--- src/sv/tqp_pkg.sv ---
// Shared types and constants of the tone queue player.
// Used by the controller, the datapath, the top level and the checker.
`timescale 1ns / 1ps
`default_nettype none

package tqp_pkg;

    localparam int QUEUE_DEPTH = 16;
    localparam int QIDX_W      = (QUEUE_DEPTH > 1) ? $clog2(QUEUE_DEPTH) : 1;
    localparam int QCNT_W      = $clog2(QUEUE_DEPTH + 1);

    localparam int FREQ_W    = 16;
    localparam int DUR_W     = 16;
    localparam int PERIOD_W  = 16;
    localparam int QUEUED_W  = 7;
    localparam int CLK_HZ_W  = 32;
    localparam int PRESC_W   = 11;
    localparam int TICK_W    = 10;
    localparam int CFG_IDX_W = 2;
    localparam int CFG_DATA_W = 32;

    // Divisor 2 * freq * prescale and the shift-subtract divider around it.
    localparam int DEN_W      = FREQ_W + PRESC_W + 1;
    localparam int DIV_STEPS  = CLK_HZ_W;
    localparam int DIVCNT_W   = $clog2(DIV_STEPS);

    localparam logic [CFG_IDX_W-1:0] CFG_CLOCK_HZ = 2'd0;
    localparam logic [CFG_IDX_W-1:0] CFG_PRESCALE = 2'd1;
    localparam logic [CFG_IDX_W-1:0] CFG_TICK_MS  = 2'd2;

    localparam logic [CLK_HZ_W-1:0] CLOCK_HZ_RESET = 32'd24000000;
    localparam logic [PRESC_W-1:0]  PRESCALE_RESET = 11'd64;
    localparam logic [TICK_W-1:0]   TICK_MS_RESET  = 10'd10;

    localparam logic OP_ENQUEUE = 1'b0;
    localparam logic OP_TICK    = 1'b1;

    typedef struct packed {
        logic              operation;
        logic [FREQ_W-1:0] frequency;
        logic [DUR_W-1:0]  duration_ms;
    } in_item_t;

    typedef struct packed {
        logic                tone_on;
        logic [PERIOD_W-1:0] tone_period;
        logic                playing;
        logic [QUEUED_W-1:0] queued;
        logic                dropped;
    } out_item_t;

    // Controller to datapath.
    typedef struct packed {
        logic latch_item;
        logic exec;
        logic div_step;
        logic period_load;
        logic emit;
    } cmd_t;

    // Datapath to controller.
    typedef struct packed {
        logic need_div;
        logic div_last;
        logic out_free;
    } sts_t;

endpackage

`default_nettype wire

--- src/sv/tqp_ctrl.sv ---
// Sequencing state machine of the tone queue player.
// Depends on tqp_pkg for the command and status structs.
`timescale 1ns / 1ps
`default_nettype none

module tqp_ctrl
    import tqp_pkg::*;
(
    input  wire logic aclk,
    input  wire logic aresetn,
    input  wire logic s_valid,
    output logic      s_ready,
    input  wire sts_t sts,
    output cmd_t      cmd
);

    localparam logic [2:0] S_IDLE = 3'd0;
    localparam logic [2:0] S_EXEC = 3'd1;
    localparam logic [2:0] S_DIV  = 3'd2;
    localparam logic [2:0] S_FIN  = 3'd3;
    localparam logic [2:0] S_EMIT = 3'd4;

    logic [2:0] state_reg;
    logic [2:0] state_next;

    always_ff @(posedge aclk) begin
        if (!aresetn) begin
            state_reg <= S_IDLE;
        end else begin
            state_reg <= state_next;
        end
    end

    always_comb begin
        state_next = state_reg;
        cmd        = '0;
        case (state_reg)
            S_IDLE: begin
                if (s_valid) begin
                    cmd.latch_item = 1'b1;
                    state_next     = S_EXEC;
                end
            end
            S_EXEC: begin
                cmd.exec   = 1'b1;
                state_next = sts.need_div ? S_DIV : S_EMIT;
            end
            S_DIV: begin
                cmd.div_step = 1'b1;
                if (sts.div_last) begin
                    state_next = S_FIN;
                end
            end
            S_FIN: begin
                cmd.period_load = 1'b1;
                state_next      = S_EMIT;
            end
            S_EMIT: begin
                if (sts.out_free) begin
                    cmd.emit   = 1'b1;
                    state_next = S_IDLE;
                end
            end
            default: begin
                state_next = S_IDLE;
            end
        endcase
    end

    assign s_ready = (state_reg == S_IDLE);

endmodule

`default_nettype wire

--- src/sv/tqp_datapath.sv ---
// Datapath of the tone queue player: configuration, tone FIFO, player state,
// serial period divider and output register. Depends on tqp_pkg.
`timescale 1ns / 1ps
`default_nettype none

module tqp_datapath
    import tqp_pkg::*;
(
    input  wire logic                  aclk,
    input  wire logic                  aresetn,
    input  wire in_item_t              s_item,
    input  wire logic                  cfg_write,
    input  wire logic [CFG_IDX_W-1:0]  cfg_index,
    input  wire logic [CFG_DATA_W-1:0] cfg_data,
    input  wire cmd_t                  cmd,
    output sts_t                       sts,
    output logic                       m_valid,
    input  wire logic                  m_ready,
    output out_item_t                  m_item
);

    // Configuration.
    logic [CLK_HZ_W-1:0] clock_hz_reg;
    logic [PRESC_W-1:0]  presc_reg;
    logic [TICK_W-1:0]   tick_reg;

    always_ff @(posedge aclk) begin
        if (!aresetn) begin
            clock_hz_reg <= CLOCK_HZ_RESET;
            presc_reg    <= PRESCALE_RESET;
            tick_reg     <= TICK_MS_RESET;
        end else if (cfg_write) begin
            case (cfg_index)
                CFG_CLOCK_HZ: clock_hz_reg <= cfg_data;
                CFG_PRESCALE: presc_reg    <= cfg_data[PRESC_W-1:0];
                CFG_TICK_MS:  tick_reg     <= cfg_data[TICK_W-1:0];
                default: begin
                end
            endcase
        end
    end

    // Item held while it is worked on.
    in_item_t item_reg;

    always_ff @(posedge aclk) begin
        if (cmd.latch_item) begin
            item_reg <= s_item;
        end
    end

    // Tone FIFO storage; entries are only read after being written.
    logic [FREQ_W-1:0] queue_freq_reg [QUEUE_DEPTH];
    logic [DUR_W-1:0]  queue_dur_reg  [QUEUE_DEPTH];

    logic [QIDX_W-1:0] head_reg, head_next;
    logic [QIDX_W-1:0] tail_reg, tail_next;
    logic [QCNT_W-1:0] count_reg, count_next;
    logic              active_reg, active_next;
    logic [DUR_W-1:0]  active_dur_reg, active_dur_next;
    logic [DUR_W-1:0]  elapsed_reg, elapsed_next;
    logic              running_reg, running_next;
    logic              out_en_reg, out_en_next;
    logic              dropped_reg, dropped_next;
    logic [PERIOD_W-1:0] period_reg;

    logic              fifo_write;
    logic [FREQ_W-1:0] head_freq;
    logic [DUR_W-1:0]  head_dur;
    logic              start_tone;
    logic              active_now;
    logic [DUR_W-1:0]  dur_now;
    logic [DUR_W-1:0]  elapsed_base;
    logic [DUR_W:0]    elapsed_sum;
    logic [DUR_W-1:0]  elapsed_sat;
    logic [QCNT_W-1:0] count_after;

    function automatic logic [QIDX_W-1:0] next_index(input logic [QIDX_W-1:0] idx);
        next_index = (idx == QIDX_W'(QUEUE_DEPTH - 1)) ? '0 : idx + 1'b1;
    endfunction

    assign head_freq = queue_freq_reg[head_reg];
    assign head_dur  = queue_dur_reg[head_reg];

    always_comb begin
        head_next       = head_reg;
        tail_next       = tail_reg;
        count_next      = count_reg;
        active_next     = active_reg;
        active_dur_next = active_dur_reg;
        elapsed_next    = elapsed_reg;
        running_next    = running_reg;
        out_en_next     = out_en_reg;
        dropped_next    = dropped_reg;
        fifo_write      = 1'b0;

        start_tone   = !active_reg && (count_reg != '0);
        active_now   = active_reg || start_tone;
        dur_now      = start_tone ? head_dur : active_dur_reg;
        elapsed_base = start_tone ? '0 : elapsed_reg;
        elapsed_sum  = {1'b0, elapsed_base} + (DUR_W + 1)'(tick_reg);
        elapsed_sat  = elapsed_sum[DUR_W] ? '1 : elapsed_sum[DUR_W-1:0];
        count_after  = start_tone ? count_reg - 1'b1 : count_reg;

        if (cmd.exec) begin
            dropped_next = 1'b0;
            if (item_reg.operation == OP_ENQUEUE) begin
                if (count_reg < QCNT_W'(QUEUE_DEPTH)) begin
                    fifo_write = 1'b1;
                    tail_next  = next_index(tail_reg);
                    count_next = count_reg + 1'b1;
                end else begin
                    dropped_next = 1'b1;
                end
                running_next = 1'b1;
            end else if (running_reg) begin
                if (start_tone) begin
                    active_dur_next = head_dur;
                    head_next       = next_index(head_reg);
                    count_next      = count_after;
                    out_en_next     = (head_freq != '0);
                end
                if (!active_now) begin
                    out_en_next  = 1'b0;
                    running_next = 1'b0;
                end else if (elapsed_sat >= dur_now) begin
                    elapsed_next = '0;
                    active_next  = 1'b0;
                    if (count_after == '0) begin
                        out_en_next  = 1'b0;
                        running_next = 1'b0;
                    end
                end else begin
                    elapsed_next = elapsed_sat;
                    active_next  = 1'b1;
                end
            end
        end
    end

    always_ff @(posedge aclk) begin
        if (fifo_write) begin
            queue_freq_reg[tail_reg] <= item_reg.frequency;
            queue_dur_reg[tail_reg]  <= item_reg.duration_ms;
        end
    end

    always_ff @(posedge aclk) begin
        if (!aresetn) begin
            head_reg       <= '0;
            tail_reg       <= '0;
            count_reg      <= '0;
            active_reg     <= 1'b0;
            active_dur_reg <= '0;
            elapsed_reg    <= '0;
            running_reg    <= 1'b0;
            out_en_reg     <= 1'b0;
            dropped_reg    <= 1'b0;
        end else begin
            head_reg       <= head_next;
            tail_reg       <= tail_next;
            count_reg      <= count_next;
            active_reg     <= active_next;
            active_dur_reg <= active_dur_next;
            elapsed_reg    <= elapsed_next;
            running_reg    <= running_next;
            out_en_reg     <= out_en_next;
            dropped_reg    <= dropped_next;
        end
    end

    // A rest never reaches the divider, so only a tone start with a
    // non-zero frequency recomputes the period.
    assign sts.need_div = (item_reg.operation == OP_TICK) && running_reg && start_tone
                          && (head_freq != '0);

    // Restoring divider: clock_hz / (2 * freq * prescale), one quotient bit a cycle.
    logic [DEN_W-1:0]    den_reg;
    logic                den_zero_reg;
    logic [DEN_W-1:0]    rem_reg;
    logic [CLK_HZ_W-1:0] quo_reg;
    logic [DIVCNT_W-1:0] div_cnt_reg;
    logic [DEN_W:0]      rem_shift;
    logic [DEN_W:0]      rem_trial;
    logic                trial_ok;
    logic [DEN_W-2:0]    product;

    assign product   = (DEN_W - 1)'(head_freq) * (DEN_W - 1)'(presc_reg);
    assign rem_shift = {rem_reg, quo_reg[CLK_HZ_W-1]};
    assign rem_trial = rem_shift - {1'b0, den_reg};
    assign trial_ok  = (rem_shift >= {1'b0, den_reg});

    always_ff @(posedge aclk) begin
        if (cmd.exec) begin
            den_reg      <= {product, 1'b0};
            den_zero_reg <= (product == '0);
            rem_reg      <= '0;
            quo_reg      <= clock_hz_reg;
            div_cnt_reg  <= '0;
        end else if (cmd.div_step) begin
            rem_reg     <= trial_ok ? rem_trial[DEN_W-1:0] : rem_shift[DEN_W-1:0];
            quo_reg     <= {quo_reg[CLK_HZ_W-2:0], trial_ok};
            div_cnt_reg <= div_cnt_reg + 1'b1;
        end
    end

    assign sts.div_last = (div_cnt_reg == DIVCNT_W'(DIV_STEPS - 1));

    logic [CLK_HZ_W-1:0] quo_minus;
    logic [PERIOD_W-1:0] period_calc;

    assign quo_minus = quo_reg - 1'b1;

    always_comb begin
        if (den_zero_reg) begin
            period_calc = '1;
        end else if (quo_reg == '0) begin
            period_calc = '0;
        end else if (quo_minus[CLK_HZ_W-1:PERIOD_W] != '0) begin
            period_calc = '1;
        end else begin
            period_calc = quo_minus[PERIOD_W-1:0];
        end
    end

    always_ff @(posedge aclk) begin
        if (!aresetn) begin
            period_reg <= '0;
        end else if (cmd.period_load) begin
            period_reg <= period_calc;
        end
    end

    // Output register.
    logic      m_valid_reg;
    out_item_t m_item_reg;
    out_item_t result;

    assign result.tone_on     = out_en_reg;
    assign result.tone_period = period_reg;
    assign result.playing     = running_reg;
    assign result.queued      = QUEUED_W'(count_reg);
    assign result.dropped     = dropped_reg;

    assign sts.out_free = !m_valid_reg || m_ready;

    always_ff @(posedge aclk) begin
        if (!aresetn) begin
            m_valid_reg <= 1'b0;
        end else if (cmd.emit) begin
            m_valid_reg <= 1'b1;
        end else if (m_ready) begin
            m_valid_reg <= 1'b0;
        end
    end

    always_ff @(posedge aclk) begin
        if (cmd.emit) begin
            m_item_reg <= result;
        end
    end

    assign m_valid = m_valid_reg;
    assign m_item  = m_item_reg;

endmodule

`default_nettype wire

--- src/sv/tone_queue_player.sv ---
// Tone queue player: a melody sequencer driving a square-wave buzzer timer.
// Input items on s_valid/s_ready carry an operation (enqueue or tick), a
// frequency and a duration; each item gives exactly one result item on
// m_valid/m_ready with the output enable, the half-period compare value,
// the running flag, the FIFO fill and a drop flag for refused enqueues.
// Configuration registers (clock in Hz, prescaler, ms per tick) are written
// through cfg_valid/cfg_ready/cfg_index/cfg_data; cfg_ready is always high
// and writes are expected while the block is idle.
// One item is worked on at a time. An item without a period change goes
// from the execute state straight to the emit state; a tick that starts a
// sounding tone first runs the 32-step shift-subtract divider, one quotient
// bit per cycle, and then loads the period. The next item is accepted once
// the result of the last one has been emitted.
// A finished result waits in the output register while the receiver
// stalls; the block accepts the next item meanwhile but holds its own
// result until the register is free.
// Reset clears the FIFO pointers, the player state and the output register
// and restores the configuration defaults.
`timescale 1ns / 1ps
`default_nettype none

module tone_queue_player
    import tqp_pkg::*;
(
    input  wire logic                  aclk,
    input  wire logic                  aresetn,
    input  wire logic                  s_valid,
    output logic                       s_ready,
    input  wire in_item_t              s_item,
    output logic                       m_valid,
    input  wire logic                  m_ready,
    output out_item_t                  m_item,
    input  wire logic                  cfg_valid,
    output logic                       cfg_ready,
    input  wire logic [CFG_IDX_W-1:0]  cfg_index,
    input  wire logic [CFG_DATA_W-1:0] cfg_data
);

    cmd_t cmd;
    sts_t sts;

    assign cfg_ready = 1'b1;

    tqp_ctrl u_ctrl (
        .aclk    (aclk),
        .aresetn (aresetn),
        .s_valid (s_valid),
        .s_ready (s_ready),
        .sts     (sts),
        .cmd     (cmd)
    );

    tqp_datapath u_datapath (
        .aclk      (aclk),
        .aresetn   (aresetn),
        .s_item    (s_item),
        .cfg_write (cfg_valid),
        .cfg_index (cfg_index),
        .cfg_data  (cfg_data),
        .cmd       (cmd),
        .sts       (sts),
        .m_valid   (m_valid),
        .m_ready   (m_ready),
        .m_item    (m_item)
    );

endmodule

`default_nettype wire

--- config.mk ---
export PLATFORM = sky130hd
export DESIGN_NAME = tone_queue_player
export DESIGN_NICKNAME = d
export VERILOG_FILES = /design/src/sv/tqp_pkg.sv /design/src/sv/tqp_ctrl.sv /design/src/sv/tqp_datapath.sv /design/src/sv/tone_queue_player.sv
export SDC_FILE = /design/constraint.sdc
export NUM_CORES = 1
export LEC_CHECK = 0
export BUFFER_PORTS_ARGS = -buffer_cell sky130_fd_sc_hd__buf_2
export CELL_PAD_IN_SITES_DETAIL_PLACEMENT = 0
export CELL_PAD_IN_SITES_GLOBAL_PLACEMENT = 2
export CORE_MARGIN = 2
export CORE_UTILIZATION = 41
export DETAILED_ROUTE_END_ITERATION = 7
export PLACE_DENSITY_LB_ADDON = 0.1
export SLEW_MARGIN = 20
export SYNTH_ARGS = -nofsm -noshare
export SYNTH_HDL_FRONTEND = slang
export SYNTH_HIERARCHICAL = 1
export SYNTH_SLANG_ARGS = --single-unit
--- constraint.sdc ---
create_clock -name aclk -period 7.46 [get_ports aclk]
set_input_delay 0.746 -clock aclk [delete_from_list [all_inputs] [get_ports aclk]]
set_output_delay 0.746 -clock aclk [all_outputs]
set_load 0.05 [all_outputs]
==> results.toml <==
[power_and_ir_drop]
finalPower_mw = 9.766
p_leak_nw = 16.01
ir_worst_vdd_mv = 0.1869
power_density_mw_per_mm2 = 220.3

[placed_design]
dp_hpwl_um = 59370
placed_area_mm2 = 0.04081
placed_cells = 4068
routabilityCongestion = 0.8169
portBuffers = 97

[drt]
vias = 22350
top_layer = "met5"
routedWlPerCell_um = 21.52
dr_wl_met2_um = 45120
drt-met1-wl_um = 40660
drt-total-wl_um = 91820
dr.pass1.iters = 5
drc = 0
routed_via_density = 5.240
drt_iter0_drc = 1574
wl_met3_um = 3633
drtAntennaViolNets = 0

[yosys]
yosys_warnings = 6
synth-seq-cells = 788
synth_edf_count = 629
postSynthAreaPerCell_um2 = 13.93
synth_area_leaders = "edfxtp_1, mux4_2, dfxtp_1, fa_1, ha_1"
synth_area_mm2 = 0.03838
yosys.area.top_type = "edfxtp_1"
syn_inst = 2756
synth.distinct_cells = 78
ys.flop_type = "edfxtp_1"
synth_top_area_share = 0.4921
synthArstFlopShare = 0
synth-seq-area-share = 0.5750

[sta]
fmax_mhz = 136.3
rsz0062_at_grt = "yes"
tightestPinTransition_ps = 1076
slew_viol_final = 0
min_period_over_period = 0.9837
finalHoldViolCount = 0
setup_viol = 0
fin_crit_ps = 7339
slew_headroom = 0.2803
skew_ps = 58.40

[global_route]
grt_pass1_wl_um = 139700
grt_usage = 0.1922
overflow = 0
grt_pass1_vias = 23020
antenna_found_initial = 3
grt_max_degree = 63

[floorplan]
start_util = 0.4125
dieArea_mm2 = 0.09608
core_mm2 = 0.09305
rows = 112
pin_count = 101
die_y_um = 310.0
die_x_um = 310.0

[cells_and_area]
antennaDiodeCount = 0
fin_nets = 3269
area_growth_pct = 15.47
drive_gt1_frac = 0.2135
design_area_mm2 = 0.04432
final_cells = 4266

[clocking]
cts_buffers = 84
cts_tree = "built"
clock_latency_ps = 680
cts_max_level = 3
root_buffer = "clkbuf_16"
cts_hold_buffers = 0
path_clk_slew_ps = 60
cts.sinks = 788
clockBufferDepth = 3

[critical_path]
cp-start-kind = "flip-flop"
required_ps = 7920
cp_max_fo = 8
critPathKind = "reg -> reg"
crit_arrival_ps = 7800
r2r_slack_ps = 120
end_kind = "flip-flop"

[status]
status = "complete, no violations"

[worst_hold_path]
holdCritPathClass = "in -> reg"
hp-start = "s_item[29]"

[flow_run]
max_cap_violations = 0
## kinds of logic (layout without fill, tap and decap cells)
group,after synthesis,after routing,synth area share
and+or+nand+nor,690,690,0.08834
DFF,788,788,0.5750
adders and majority gates,255,255,0.1080
muxes,238,239,0.1153
buffers and inverters,344,598,0.03465
other,2,3,0.0001957
AOI/OAI and AO/OA,365,365,0.06164
xor gates and xnor gates,74,74,0.01689
## final cells by class
type | instances | area [um^2]
Sequential cell | 788 | 22080
Timing Repair Buffer | 227 | 1655
Tap cell | 1254 | 1569
Fill cell | 8196 | 48730
Inverter | 215 | 807.0
Clock inverter | 54 | 521.8
Clock buffer | 102 | 2221
Multi-Input combinational cell | 1626 | 15470
## final timing paths
| path | endpoint | cells after the start |
|---|---|---|
| worst max-delay path | u_datapath/den_zero_reg$_DFFE_PP_ | 22 |
| worst min-delay path | u_datapath/item_reg[29]$_DFFE_PP_ | 1 |
| worst max register to register | u_datapath/den_zero_reg$_DFFE_PP_ | 22 |
| worst min register to register | u_datapath/m_item[15]$_DFFE_PP_ | 0 |
## stage by stage
| stage | worst slack (ps) | setup TNS, ps | hold WS, ps | utilization |
|---|---|---|---|---|
| floorplan | 45.49 | 0 | 402.9 | - |
| global placement | 104.4 | 0 | 409.9 | 0.4386 |
| detailed placement | 41.82 | 0 | 411.0 | 0.4386 |
| CTS | 22.81 | 0 | 189.2 | 0.4681 |
| global route | -121.0 | -121.0 | 210.0 | 0.4763 |
| finish | 121.5 | 0 | 236.9 | 0.4763 |
## synth_stat cells, drive strengths merged (6+ instances only)
library cell,count
edfxtp,629
nand2,271
inv,215
mux4,160
dfxtp,159
ha,128
fa,127
nor2,112
clkbuf,97
and2,96
a21oi,94
o21ai,84
a21boi,47
xnor2,46
mux2i,45
nor2b,43
nor3,38
mux2,33
buf,32
xor2,28
nand3,27
a21o,24
a211oi,23
nand2b,17
nand4,15
a31oi,14
o21a,14
or3,13
nor4,12
nor3b,11
and3,9
nand3b,8
o211ai,8
a22oi,6
or4,6
## cell usage in the layout, fill, tap and decap left out, types with 47 or more instances in the layout
cell         n
inv_1      209
mux4_2     161
a21boi_0    47
a21oi_1     89
ha_1       118
and2_1      95
nand2_1    268
fa_1       124
dfxtp_1    155
buf_4      111
clkbuf_16   89
nor2_1      95
o21ai_0     80
edfxtp_1   629
buf_2       97
## repair_timing
action                                  in CTS  in global routing
buffers inserted                             1                 36
gates resized for setup                      0                 73
endpoints found under the setup margin       1                  2
gates cloned                                 0                  5
pin swaps                                    0                 48
hold endpoints to repair                     0                  0
## per-layer routing
metal | vias to the layer above | global-route usage
met1 | 11320 | 0.2574
met2 | 438 | 0.3266
li1 | 10440 | -
met5 | - | 0
met4 | 2 | 0.05516
met3 | 147 | 0.02745
## power by group
group / internal [mW] / switching [mW]
registers: 4.83 / 0.0782
clock network: 2.32 / 1.76
logic: 0.323 / 0.459
## critical path, stage by stage (launching register included)
cell and delay (ps):
dfxtp_4 480, buf_12 180, mux4_2 510, mux4_2 560, buf_8 170, buf_4 150
and2_1 180, fa_1 560, fa_1 460, fa_1 470, fa_1 500, inv_1 60
fa_1 530, inv_1 40, ha_1 370, a21o_1 280, o41ai_4 440, buf_4 190
o21bai_1 60, a21oi_1 160, xnor2_1 120, or4b_4 540, nor4_4 140
Note: power is estimated with default switching activity, not from simulation.
